**src/sv/bhsp_pkg.sv**
```systemverilog
`timescale 1ns / 1ps
`default_nettype none
// ----------------------------------------------------------------------------
// bhsp_pkg
// Shared types, constants and the bcrypt base64 symbol lookup for the
// hash string parser.
// ----------------------------------------------------------------------------
package bhsp_pkg;

	localparam int NumWords = 6;

	// character positions with a fixed meaning
	localparam logic [5:0] PosDollar0  = 6'd0;
	localparam logic [5:0] PosTwo      = 6'd1;
	localparam logic [5:0] PosVariant  = 6'd2;
	localparam logic [5:0] PosDollar1  = 6'd3;
	localparam logic [5:0] PosTens     = 6'd4;
	localparam logic [5:0] PosOnes     = 6'd5;
	localparam logic [5:0] PosDollar2  = 6'd6;
	localparam logic [5:0] PosSaltPad  = 6'd28;
	localparam logic [5:0] PosHashBase = 6'd29;
	localparam logic [5:0] PosLast     = 6'd59;
	localparam logic [5:0] PosMax      = 6'd61;

	localparam logic [6:0] SymInvalid = 7'd64;
	localparam logic [6:0] CostMin    = 7'd4;
	localparam logic [6:0] CostMax    = 7'd31;

	localparam logic [7:0] ChDollar = 8'h24;
	localparam logic [7:0] ChTwo    = 8'h32;
	localparam logic [7:0] ChZero   = 8'h30;

	typedef logic [31:0] word_t;

	// per-character classification handed from the decoder to the core
	typedef struct packed {
		logic [6:0] sym;
		logic       is_digit;
		logic [3:0] digit_val;
		logic       is_dollar;
		logic       is_two;
		logic       is_variant;
	} char_info_t;

	// bcrypt base64 alphabet "./A-Za-z0-9", anything else maps to 64
	function automatic logic [6:0] sym_value(input logic [7:0] ch);
		logic [6:0] sym;
		sym = SymInvalid;
		if (ch == 8'h2E) begin
			sym = 7'd0;
		end else if (ch == 8'h2F) begin
			sym = 7'd1;
		end else if (ch inside {[8'h41:8'h5A]}) begin
			sym = 7'(ch - 8'h41) + 7'd2;
		end else if (ch inside {[8'h61:8'h7A]}) begin
			sym = 7'(ch - 8'h61) + 7'd28;
		end else if (ch inside {[8'h30:8'h39]}) begin
			sym = 7'(ch - 8'h30) + 7'd54;
		end
		return sym;
	endfunction

endpackage
`default_nettype wire

```
**src/sv/bhsp_char_decode.sv**
```systemverilog
`timescale 1ns / 1ps
`default_nettype none
// ----------------------------------------------------------------------------
// bhsp_char_decode
// Classifies one raw character: base64 symbol value, decimal digit and
// the fixed prefix characters.
// ----------------------------------------------------------------------------
module bhsp_char_decode (
	input  wire logic [7:0]            char_code,
	output bhsp_pkg::char_info_t       info
);

	// symbol lookup and prefix compares
	always_comb begin
		info.sym        = bhsp_pkg::sym_value(char_code);
		info.is_digit   = (char_code inside {[8'h30:8'h39]});
		info.digit_val  = 4'(char_code - bhsp_pkg::ChZero);
		info.is_dollar  = (char_code == bhsp_pkg::ChDollar);
		info.is_two     = (char_code == bhsp_pkg::ChTwo);
		info.is_variant = (char_code inside {8'h61, 8'h78, 8'h79});
	end

endmodule
`default_nettype wire

```
**src/sv/bhsp_parse_core.sv**
```systemverilog
`timescale 1ns / 1ps
`default_nettype none
// ----------------------------------------------------------------------------
// bhsp_parse_core
// Per-string state: position counter, format flag, cost digits and the
// decoded hash words. Produces the result seen at the end of a string.
// ----------------------------------------------------------------------------
module bhsp_parse_core (
	input  wire logic                  clk,
	input  wire logic                  arst_n,
	input  wire logic                  step,
	input  wire logic                  eos,
	input  wire bhsp_pkg::char_info_t  info,
	output logic                       hash_ok,
	output logic [4:0]                 cost,
	output bhsp_pkg::word_t            words [bhsp_pkg::NumWords]
);

	logic [5:0]      pos_q;
	logic            fmt_q;
	logic [3:0]      tens_q;
	logic [4:0]      cost_q;
	logic [6:0]      prev_q;
	bhsp_pkg::word_t words_q [bhsp_pkg::NumWords];

	logic            fmt_n;
	logic [3:0]      tens_n;
	logic [4:0]      cost_n;
	bhsp_pkg::word_t words_n [bhsp_pkg::NumWords];

	logic [6:0] cost_sum;
	logic [4:0] sym_idx;
	logic [4:0] grp;
	logic [4:0] byte_idx;
	logic [7:0] byte_val;
	logic       byte_wr;

	// two-digit cost value
	assign cost_sum = 7'({3'b000, tens_q} * 7'd10) + {3'b000, info.digit_val};

	// base64 group decode: byte index and value for this symbol
	always_comb begin
		sym_idx  = 5'(pos_q - bhsp_pkg::PosHashBase);
		grp      = 5'({2'b00, sym_idx[4:2]} << 1) + {2'b00, sym_idx[4:2]};
		byte_idx = grp;
		byte_val = 8'h00;
		byte_wr  = 1'b0;
		case (sym_idx[1:0])
			2'd1: begin
				byte_val = 8'({prev_q, 2'b00}) | {6'b000000, info.sym[5:4]};
				byte_wr  = 1'b1;
			end
			2'd2: begin
				byte_idx = grp + 5'd1;
				byte_val = {prev_q[3:0], info.sym[5:2]};
				byte_wr  = 1'b1;
			end
			2'd3: begin
				byte_idx = grp + 5'd2;
				byte_val = {prev_q[1:0], 6'b000000} | {1'b0, info.sym};
				byte_wr  = 1'b1;
			end
			default: begin
				byte_wr = 1'b0;
			end
		endcase
	end

	// format checks and next state
	always_comb begin
		fmt_n  = fmt_q;
		tens_n = tens_q;
		cost_n = cost_q;
		for (int w = 0; w < bhsp_pkg::NumWords; w++) begin
			words_n[w] = words_q[w];
		end
		if (pos_q == bhsp_pkg::PosDollar0 || pos_q == bhsp_pkg::PosDollar1 ||
		    pos_q == bhsp_pkg::PosDollar2) begin
			if (!info.is_dollar) fmt_n = 1'b0;
		end else if (pos_q == bhsp_pkg::PosTwo) begin
			if (!info.is_two) fmt_n = 1'b0;
		end else if (pos_q == bhsp_pkg::PosVariant) begin
			if (!info.is_variant) fmt_n = 1'b0;
		end else if (pos_q == bhsp_pkg::PosTens) begin
			if (info.is_digit) tens_n = info.digit_val;
			else fmt_n = 1'b0;
		end else if (pos_q == bhsp_pkg::PosOnes) begin
			if (info.is_digit && cost_sum >= bhsp_pkg::CostMin &&
			    cost_sum <= bhsp_pkg::CostMax) begin
				cost_n = cost_sum[4:0];
			end else begin
				fmt_n = 1'b0;
			end
		end else if (pos_q <= bhsp_pkg::PosLast) begin
			if (info.sym == bhsp_pkg::SymInvalid) fmt_n = 1'b0;
			// padding bits of the salt and hash tails must be zero
			if (pos_q == bhsp_pkg::PosSaltPad && info.sym[3:0] != 4'h0) fmt_n = 1'b0;
			if (pos_q == bhsp_pkg::PosLast && info.sym[1:0] != 2'b00) fmt_n = 1'b0;
			if (pos_q >= bhsp_pkg::PosHashBase && byte_wr) begin
				words_n[byte_idx[4:2]][8 * (2'(2'd3 - byte_idx[1:0])) +: 8] = byte_val;
			end
		end else begin
			fmt_n = 1'b0;
		end
	end

	// result view of the updated state
	always_comb begin
		hash_ok = fmt_n && (pos_q == bhsp_pkg::PosLast);
		cost    = hash_ok ? cost_n : 5'd0;
		for (int w = 0; w < bhsp_pkg::NumWords; w++) begin
			words[w] = words_n[w];
		end
		words[bhsp_pkg::NumWords - 1][7:0] = 8'h00;
	end

	// state registers, cleared at the end of each string
	always_ff @(posedge clk or negedge arst_n) begin
		if (!arst_n) begin
			pos_q  <= 6'd0;
			fmt_q  <= 1'b1;
			tens_q <= 4'd0;
			cost_q <= 5'd0;
			prev_q <= 7'd0;
			for (int w = 0; w < bhsp_pkg::NumWords; w++) begin
				words_q[w] <= '0;
			end
		end else if (step) begin
			if (eos) begin
				pos_q  <= 6'd0;
				fmt_q  <= 1'b1;
				tens_q <= 4'd0;
				cost_q <= 5'd0;
				prev_q <= 7'd0;
				for (int w = 0; w < bhsp_pkg::NumWords; w++) begin
					words_q[w] <= '0;
				end
			end else begin
				if (pos_q < bhsp_pkg::PosMax) pos_q <= pos_q + 6'd1;
				fmt_q  <= fmt_n;
				tens_q <= tens_n;
				cost_q <= cost_n;
				prev_q <= info.sym;
				for (int w = 0; w < bhsp_pkg::NumWords; w++) begin
					words_q[w] <= words_n[w];
				end
			end
		end
	end

endmodule
`default_nettype wire

```
**src/sv/bcrypt_hash_string_parser.sv**
```systemverilog
`timescale 1ns / 1ps
`default_nettype none
// ----------------------------------------------------------------------------
// bcrypt_hash_string_parser
// Checks a bcrypt hash string streamed one character per request and
// decodes its 23 hash bytes into six big-endian words.
// ----------------------------------------------------------------------------
// Usage:
//   Input channel (in_valid/in_ready) carries char_code and end_of_string,
//   one character per request. The request with end_of_string set closes
//   the string and produces one result request on the output channel
//   (out_valid/out_ready): hash_ok, cost and word0..word5.
//   Throughput: one character per cycle while no closing character waits
//   for the result register. A closing character passes through the input
//   register, then the result register, before its result is valid.
//   A stalled receiver holds the result register; characters that do not
//   close a string keep flowing, and a closing character waits in the
//   input register until the result register is free.
//   Reset clears all per-string state and both valid flags; the block
//   accepts characters in the first cycle after reset.
//   Per-string state clears itself after every closing character.
// ----------------------------------------------------------------------------
module bcrypt_hash_string_parser (
	input  wire logic        clk,
	input  wire logic        arst_n,
	input  wire logic        in_valid,
	output logic             in_ready,
	input  wire logic [7:0]  char_code,
	input  wire logic        end_of_string,
	output logic             out_valid,
	input  wire logic        out_ready,
	output logic             hash_ok,
	output logic [4:0]       cost,
	output logic [31:0]      word0,
	output logic [31:0]      word1,
	output logic [31:0]      word2,
	output logic [31:0]      word3,
	output logic [31:0]      word4,
	output logic [31:0]      word5
);

	logic       valid_s1;
	logic [7:0] char_s1;
	logic       eos_s1;
	logic       advance;

	bhsp_pkg::char_info_t info;
	logic                 ok_n;
	logic [4:0]           cost_n;
	bhsp_pkg::word_t      words_n [bhsp_pkg::NumWords];

	logic                 out_valid_q;
	logic                 ok_q;
	logic [4:0]           cost_q;
	bhsp_pkg::word_t      words_q [bhsp_pkg::NumWords];

	// a closing character needs room in the result register
	assign advance  = valid_s1 && (!eos_s1 || !out_valid_q || out_ready);
	assign in_ready = !valid_s1 || advance;

	// input register
	always_ff @(posedge clk or negedge arst_n) begin
		if (!arst_n) begin
			valid_s1 <= 1'b0;
		end else if (in_valid && in_ready) begin
			valid_s1 <= 1'b1;
		end else if (advance) begin
			valid_s1 <= 1'b0;
		end
	end

	always_ff @(posedge clk) begin
		if (in_valid && in_ready) begin
			char_s1 <= char_code;
			eos_s1  <= end_of_string;
		end
	end

	bhsp_char_decode u_decode (
		.char_code (char_s1),
		.info      (info)
	);

	bhsp_parse_core u_core (
		.clk     (clk),
		.arst_n  (arst_n),
		.step    (advance),
		.eos     (eos_s1),
		.info    (info),
		.hash_ok (ok_n),
		.cost    (cost_n),
		.words   (words_n)
	);

	// result register
	always_ff @(posedge clk or negedge arst_n) begin
		if (!arst_n) begin
			out_valid_q <= 1'b0;
		end else if (advance && eos_s1) begin
			out_valid_q <= 1'b1;
		end else if (out_ready) begin
			out_valid_q <= 1'b0;
		end
	end

	always_ff @(posedge clk) begin
		if (advance && eos_s1) begin
			ok_q   <= ok_n;
			cost_q <= cost_n;
			for (int w = 0; w < bhsp_pkg::NumWords; w++) begin
				words_q[w] <= words_n[w];
			end
		end
	end

	assign out_valid = out_valid_q;
	assign hash_ok   = ok_q;
	assign cost      = cost_q;
	assign word0     = words_q[0];
	assign word1     = words_q[1];
	assign word2     = words_q[2];
	assign word3     = words_q[3];
	assign word4     = words_q[4];
	assign word5     = words_q[5];

endmodule
`default_nettype wire
```
**config.mk**
```make
export PLATFORM = sky130hd
export DESIGN_NAME = bcrypt_hash_string_parser
export DESIGN_NICKNAME = d
export VERILOG_FILES = /design/src/sv/bhsp_pkg.sv /design/src/sv/bhsp_char_decode.sv /design/src/sv/bhsp_parse_core.sv /design/src/sv/bcrypt_hash_string_parser.sv
export SDC_FILE = /design/constraint.sdc
export NUM_CORES = 1
export LEC_CHECK = 0
export BUFFER_PORTS_ARGS = -buffer_cell sky130_fd_sc_hd__buf_4
export CAP_MARGIN = 20
export CORE_ASPECT_RATIO = 0.5
export CORE_MARGIN = 1.5
export CORE_UTILIZATION = 50
export DETAILED_ROUTE_END_ITERATION = 8
export PLACE_DENSITY = 0.75
export SYNTH_ARGS = -nofsm -noshare
export SYNTH_HDL_FRONTEND = slang
export SYNTH_SLANG_ARGS = --single-unit
```
**constraint.sdc**
```tcl
create_clock -name clk -period 15.86 [get_ports clk]
set_input_delay 3.172 -clock clk [delete_from_list [all_inputs] [get_ports clk]]
set_output_delay 3.172 -clock clk [all_outputs]
set_load 0.01 [all_outputs]
```
==> reports/summary.md, run 1 <==
The run gives 13000 as the via count of the first global-routing pass. The worst setup path is launched from an input pin. The number of setup buffers added after CTS is 0, and the top fanout value on the critical path is 3.

The number of placement rows was 50; the sum of overflow across all layers after global routing was 0. The worst setup path is captured at a primary output. The share of power burned in the clock network was 0.371; the detailed-route DRC error count was 0. The run gives 0 ns as the total negative setup slack. Max-cap violations in this run came to 0.

The violation count after the first detailed-route iteration is 1396, and the synthesized area is 19200 sq um. For the worst setup path, the data required time is 12.69 ns. Final number of hold-violating endpoints: 0.

TritonCTS built the clock tree. Hold is met by 0.488 ns. For the critical path data arrival time, the log shows 3.68 ns.

After clock tree synthesis, the clock-pin slew on the worst setup and hold paths is 0.06 ns. The initial antenna violation count was 0. The clock tree synthesis step divided the H-tree into 2 levels.

The clock arrives with 0.0234 ns of skew. For this block, the routed nets add up to 49100 microns of wire. Buffers inserted to repair hold after CTS numbered 0. The starting density of the core came out at 0.511.

Switching part of the total: 0.278. The Yosys step of the flow raised 0 warnings. For the sequential element share of the synthesized area, the log shows 0.581. Entering global routing, the biggest net connects 81 pins. Per-cell routed wire length: 21.6 microns. The number of pins exceeding their max-slew limit in the final report is 0, and the clock latency at the later pin of the worst-skew pair is 0.55 ns. The tools report the detailed-router iteration count before antenna repair as 5.

A synthesized cell averages 12.3 sq um. The start-to-end type of the worst setup path is input pin to primary output. CTS saw 407 sinks. Area inside the core boundary: 37700 sq um. The routed layout has 13600 vias. Top-area cell type share of the netlist area: 0.311. The number of instances in the synthesized netlist came out at 1558. Relative to the synthesized area, the layout overhead comes to 16.5%. The share of the cycle needed by the critical path after routing was 0.432. The analysis attributes to net switching a power of 0.661 mW. Counting flops and latches in the post-synthesis netlist gives 407.

Power per cell area: 106 nW/um^2. Cell taking the most area after synthesis: sky130_fd_sc_hd__edfxtp_1. On the critical path the largest part of the delay comes from buffers and inverters.

The congestion estimate from routability-driven global placement came to 0.893. For this run, the leading register cell type out of synthesis is sky130_fd_sc_hd__dfrtp_1. The signal on the critical path passes through buf_4 -> nand4b_1 -> buf_4.

In this run the worst hold path is classified as flop to flop. The dominant cell type by count on the critical path is sky130_fd_sc_hd__buf_4. 213 I/O pins were placed. Fraction of power consumed by combinational cells: 0.137.

The vias per cell was 5.99; the fraction of registers with async set or reset after synthesis was 0.511. By count the netlist is led by 207 x sky130_fd_sc_hd__dfrtp_1, 199 x sky130_fd_sc_hd__edfxtp_1, 159 x sky130_fd_sc_hd__mux2_2. The repair_antennas step left the layout with diodes totalling 0. In this run the remaining antenna-violating nets after routing total 0. The first global-routing pass estimated 75100 microns of wire.

The worst path in the final design needs a cycle of 6.85 ns, including I/O delays and setup. The run gives 9.70 nW as the leakage dissipation. The layout has 3045 filler cells. The die covers 39700 sq um.

Input and output buffers added on the ports amount to 204. The number of gates resized after CTS was 0. For the headroom to the max-slew limit, the log shows 0.248.

Setup repair after global routing left no endpoint under its margin. No sink is reached through more buffers than the 3 on the longest clock path. For this run, the post-layout net count is 1777. The fraction of layout instances using a drive strength above 1 was 0.268.

After synthesis, the cell types taking the most area are sky130_fd_sc_hd__edfxtp_1 31%, sky130_fd_sc_hd__dfrtp_1 27%, sky130_fd_sc_hd__mux2_2 9.3%. The number of setup violations in the final report was 0; the count of cell types in the netlist was 76. The number of buffers created by CTS was 38. The floorplan step set the die width to 280 microns. Buffer and inverter count on the worst path: 2. The cell type of the slowest stage on the worst timing path is sky130_fd_sc_hd__nand4b_1.

After legalization and detailed placement, the total HPWL measured 32100 microns. Among all cell types in the netlist, the one instantiated most often is sky130_fd_sc_hd__dfrtp_1. Internal power comes to 1.72 mW. The run gives 0.492 as the sequential share of power. The peak per-stage delay on the critical path came out at 0.21 ns.

Count of flip-flops with a built-in enable after synthesis: 199. The clock tree root driver cell is sky130_fd_sc_hd__clkbuf_16. The actual transition at the worst max-transition pin is 1.12 ns. The worst supply voltage drop on vdd is 0.0647 mV. The maximum frequency from static timing analysis was 146 MHz.

The run gives 0.242 as the overall track demand over capacity in global routing. The run finished with clean final reports. In this run the vertical extent of the chip is 142 microns.
state kept, by name, summed over array words and instances, names as in the netlist:
name            count
words_q           184
hash_ok             1
cost                5
u_core.cost_q       5
u_core.words_q    184
u_core.prev_q       6
u_core.pos_q        6
valid_s1            1
eos_s1              1
out_valid           1
char_s1             8
u_core.fmt_q        1
u_core.tens_q       4
worst min-delay path, delay by kind of cell (launching register included):
family / cells / cell delay, ns
simple gates: 2 / 0.11
flops: 1 / 0.34
final timing paths:
check	startpoint	end	slack (ns)	cells after the start
worst max-delay path	out_ready	in_ready	9.01	3
worst min-delay path	u_core.words_q[185]	u_core.words_q[185]	0.49	2
worst max register to register	u_core.pos_q[0]	words_q[0][9]	9.88	15
worst min register to register	u_core.words_q[185]	u_core.words_q[185]	0.49	2
max in group asynchronous	arst_n	u_core.words_q[21]	11.77	2
min in group asynchronous	arst_n	u_core.tens_q[0]	2.66	1
power groups by stage:
stage | sequential [mW] | combinational (mW) | clock, mW
after floorplan | 1.20 | 0.180 | 0
after global placement | 1.19 | 0.311 | 0
after detailed placement | 1.19 | 0.317 | 0
after CTS | 1.17 | 0.320 | 0.893
after global routing | 1.17 | 0.351 | 0.934
final | 1.17 | 0.326 | 0.885
area by class of cell:
cell class,instances,area [sq um],area share
sequential,407,11200,0.499
inverter,33,129,0.00575
clock inverter,22,183,0.00815
tap,520,651,0.0290
multi-input combinational,1016,7560,0.337
clock buffer,46,991,0.0442
timing repair buffer,229,1730,0.0770
metal layers:
metal  share of wire  up-vias  wire, microns  global-route usage
li1                -     6187              -                   -
met1            0.43     6887          21300               0.341
met2            0.48      451          23400               0.385
met3           0.063       93           3110              0.0428
met4           0.027        0           1340              0.0734
met5               0        -              0                   0
placed cells by master, fill, tap and decap left out, types with 8 or more instances in the layout:
cell type                   count
sky130_fd_sc_hd__a21oi_1       13
sky130_fd_sc_hd__nor3b_1       10
sky130_fd_sc_hd__inv_1         32
sky130_fd_sc_hd__nand2_1      146
sky130_fd_sc_hd__nand3b_1      10
sky130_fd_sc_hd__mux2i_1       58
sky130_fd_sc_hd__buf_4        228
sky130_fd_sc_hd__a32o_1        53
sky130_fd_sc_hd__nand4_1       10
sky130_fd_sc_hd__a22o_1        61
sky130_fd_sc_hd__xnor2_1       12
sky130_fd_sc_hd__conb_1         8
sky130_fd_sc_hd__a21o_1        12
sky130_fd_sc_hd__nor3_1        17
sky130_fd_sc_hd__nor2_1        80
sky130_fd_sc_hd__edfxtp_1     199
sky130_fd_sc_hd__nand2b_1       9
sky130_fd_sc_hd__nand3_1       60
sky130_fd_sc_hd__o21ai_0       97
sky130_fd_sc_hd__dfrtp_1      207
sky130_fd_sc_hd__a221o_1       10
sky130_fd_sc_hd__ha_1          36
sky130_fd_sc_hd__and2_1        12
sky130_fd_sc_hd__mux2_2       159
sky130_fd_sc_hd__clkbuf_16     38
cell families (layout without fill, tap and decap cells):
kind of cell,Yosys count,in the layout,synth area share
simple gates,409,409,0.103
flops,407,407,0.581
compound gates,327,327,0.129
mux,217,217,0.123
buf+inv,142,330,0.0301
fa+ha+maj,39,39,0.0265
xor+xnor,16,16,0.00729
other cells,1,8,0.000195
metrics by stage:
stage	utilization	worst slack [ns]	std cells	power (mW)	cell area, sq um
after detailed placement	0.564	9.02	2204	1.51	21200
after global placement	0.564	9.03	2204	1.50	21200
after global routing	0.595	8.96	2273	2.46	22400
final	0.595	9.01	2273	2.38	22400
after floorplan	-	7.63	1565	1.38	19300
after CTS	0.595	9.01	2272	2.38	22400
Note: power is estimated with default switching activity, not from simulation.
==> run 2, diff against run 1 <==
==> constraint.sdc (replaced) <==
create_clock -name clk -period 6.4 [get_ports clk]
set_input_delay 1.28 -clock clk [delete_from_list [all_inputs] [get_ports clk]]
set_output_delay 1.28 -clock clk [all_outputs]
set_load 0.01 [all_outputs]
==> run 2 against run 1 <==
Combinational power increased by 150%. Clock-buffer cell count increased by 7. Non-clock buffer count increased by 8. Setup slack got worse by 8.4 ns. Critical endpoint is now u_core.words_q[32]. Largest cell class unchanged. Largest power group unchanged.
==> reports/summary.md, run 2 (synthesis results as in run 1) <==
The run finished with clean final reports. The leading cell type in the layout, fill and taps excluded was sky130_fd_sc_hd__buf_4. The tools report the placed wire-length estimate after detailed placement as 32600 microns (+1.7%). The via total after detailed routing is 13800 (+1.4%).

For the area inside the core boundary, the log shows 37700 sq um (unchanged). Leakage dissipation: 9.77 nW (+0.70%). The actual transition at the worst max-transition pin came out at 1.15 ns (+0.0339 ns).

In this run the clock root is driven by a sky130_fd_sc_hd__clkbuf_16. The run gives 1458 (+4.4%) as the violation count after the first detailed-route iteration. The logs give 0.55 ns (about the same) for the clock latency at the later pin of the worst-skew pair and 0 (unchanged) for the max-cap check violation count. The layout overhead on the synthesized area came out at 17.2%. Total negative setup slack: 0 ns (unchanged).

Detailed-router iteration count before antenna repair: 9 (+4). The logs give 0.488 (-0.004) for the sequential share of power and 407 (unchanged) for the number of clock sinks. The critical path goes through inv_1 -> ha_1 -> nand3b_1 -> xnor2_1 -> inv_1 -> fa_1 -> inv_1 -> ha_1 -> a21o_1 -> o22ai_1 -> a221o_1 -> and2_1 -> nand3_1 -> nor2_1 -> a22o_1.

The antenna cell count is 0 (unchanged), and the number of setup violations in the final report is 0 (unchanged). The hold-fix buffer count after cts was 0 (unchanged). The startpoint identified for the worst hold timing path is u_core.words_q[64]. Uppermost signal routing layer after detailed routing: met4.

The fraction of layout instances using a drive strength above 1 is 0.272 (+0.00374). The overall track demand over capacity in global routing is 0.249 (+0.00652). The switching part of the total is 0.274 (-0.00319), and the minimum setup slack in the final design is 0.616 ns (-8.40 ns). TritonCTS built the clock tree.

The worst setup timing slack at the placement stage is 0.701 ns (-8.32 ns). Peak per-stage delay on the critical path: 0.67 ns (+0.46 ns). Number of top-level pins: 213 (unchanged).

Top fanout value on the critical path: 22 (+19). Maximum frequency from static timing analysis: 173 MHz. The data required time at the worst endpoint came out at 6.86 ns (-5.83 ns). The total die area came out at 39700 sq um (unchanged).

The run gives 3 (unchanged) as the maximum clock insertion buffer count. The endpoint type of the worst setup path is a flop. The critical path data arrival time was 6.25 ns (+2.57 ns).

The post-layout net count is 1785 (+0.45%). For the number of pins exceeding their max-slew limit in the final report, the log shows 0 (unchanged). For the number of placement rows, the log shows 50 (unchanged). STA classifies the critical path startpoint as a flop. The worst setup path is of the flop to flop kind. Setup repair after global routing left no endpoint under its margin. The sum of overflow across all layers after global routing is 0 (unchanged). For the number of routed nets with antenna violations, the log shows 0 (unchanged). Detailed-route DRC error count: 0 (unchanged).

The most numerous cell type found on the critical path is sky130_fd_sc_hd__inv_1. In this run the worst hold path is classified as flop to flop. The cell type of the slowest stage on the worst timing path is sky130_fd_sc_hd__ha_1. The post-CTS resize count is 0 (unchanged). The run gives 77100 microns (+2.7%) as the first-pass GRT wire length. The overall power after layout is 5.97 mW (+150%), and the share of the cycle needed by the critical path after routing is 0.904. The pin count of the biggest net entering global routing was 111 (+37%).

The final number of hold-violating endpoints is 0 (unchanged). The initial antenna violation count is 0 (unchanged), and the vias per cell is 6.05 (+0.95%). In this run the critical register-to-register path is captured at u_core.words_q[32].

The wire length on met2 is 23500 microns (+0.13%), and the starting density of the core is 0.511 (unchanged). The number of buffers created by CTS was 38 (unchanged); the final weighted congestion in routability-driven placement was 0.869 (-2.6%). The overall die width was 280 microns (unchanged); the number of cells on the worst reg-to-reg path was 15 (unchanged). The worst hold path stage count was 1 (-1); the register-to-register setup slack was 0.62 ns (-9.26 ns).

Clock transition at the registers of the reported paths: 0.07 ns (about the same). The run gives 50100 microns (+1.9%) as the total routed wirelength. The top cell types in the final layout, fill and taps aside, are 234 x sky130_fd_sc_hd__buf_4, 207 x sky130_fd_sc_hd__dfrtp_1, 199 x sky130_fd_sc_hd__edfxtp_1.

The headroom to the max-slew limit was 0.223 (-0.0250). Power per cell area: 265 nW/um^2 (+150%). The count of buffers inserted at the top-level ports was 204 (unchanged). The tools report the worst supply voltage drop on vdd as 0.172 mV (+170%).

The startpoint of the worst-slack reg-to-reg timing path was u_core.pos_q[1]. For hold timing, the worst endpoint is u_core.words_q[64]. The tools report the amount of wire on met3 after detailed routing as 3040 microns (-2.4%). The H-tree depth is 2 (unchanged).

The internal power summed over all cells came out at 4.33 mW (+150%). The maximum clock skew at final layout is 0.0204 ns (-0.00300 ns), and the per-cell routed wire length is 21.9 microns (+1.5%). Length of routed wiring on met1: 22000 microns (+3.4%).

The die boundary height was 142 microns (unchanged); the number of setup buffers added after CTS was 0 (unchanged). The clock period could shrink to 5.78 ns. In the final layout, the registers with the most flip-flops are u_core.words_q (184), words_q (184), char_s1 (8). The share of power burned in the clock network is 0.377 (+0.006), and the end-of-flow core utilization is 0.598 (+0.00322). The logs give 0.135 (-0.002) for the fraction of power consumed by combinational cells and 13500 (+3.5%) for the via count of the first global-routing pass.

Net load switching power: 1.64 mW (+150%).
## run 2: cell count changes in the layout (fill, tap and decap cells not counted), moves of 3 or more
cell,previous run,this run
sky130_fd_sc_hd__clkbuf_1,7,10
sky130_fd_sc_hd__buf_4,228,234
sky130_fd_sc_hd__clkbuf_8,2,5
sky130_fd_sc_hd__clkinv_1,7,4
## run 2: layer usage
metal  vias up  GRT usage
met5         -          0
met4         0     0.0871
met3       108     0.0377
met2       518      0.388
met1      6961      0.357
li1       6215          -
## run 2: worst max path at each step
stage,from,end,slack (ns),cells after the start
2_1_floorplan,out_ready,u_core.words_q[16],0.06,7
3_3_place_gp,u_core.pos_q[0],u_core.words_q[38],0.97,15
3_5_place_dp,u_core.pos_q[0],u_core.words_q[32],0.70,15
4_1_cts,u_core.pos_q[0],u_core.words_q[32],0.71,15
5_1_grt,u_core.pos_q[0],u_core.words_q[34],0.09,15
6_report,u_core.pos_q[1],u_core.words_q[32],0.62,15
## run 2: worst max-delay path: cells and delay by family (launching register included)
family	cells	cell delay (ns)
flip-flops	1	0.43
AO/OA/AOI/OAI	4	1.23
XOR/XNOR	1	0.19
AND/OR/NAND/NOR	4	1.89
adder cells (fa/ha/maj)	3	1.56
buffers and inverters	3	0.37
## run 2: area by class of cell
type / count / area [sq um]
clock buffers: 53 / 1070
fillers: 3022 / 15100
flip-flops and latches: 407 / 11200
repair buffers: 237 / 1810
inverters: 33 / 129
multi-input cells: 1016 / 7560
well taps: 520 / 651
clock inverters: 16 / 141
## run 2: power by group through the flow
stage,sequential [mW],clock (mW),combinational (mW)
3_5_place_dp,2.96,0,0.793
5_1_grt,2.92,2.38,0.875
2_1_floorplan,2.98,0,0.445
4_1_cts,2.91,2.28,0.797
6_report,2.91,2.25,0.808
3_3_place_gp,2.96,0,0.777
## run 2: metrics by stage
step | instance area (sq um) | cells | hold slack [ns]
finish | 22500 | 2282 | 0.493
global placement | 21300 | 2213 | 0.468
floorplan | 19300 | 1565 | 0.456
detailed placement | 21300 | 2213 | 0.478
global route | 22500 | 2282 | 0.499
CTS | 22500 | 2282 | 0.493
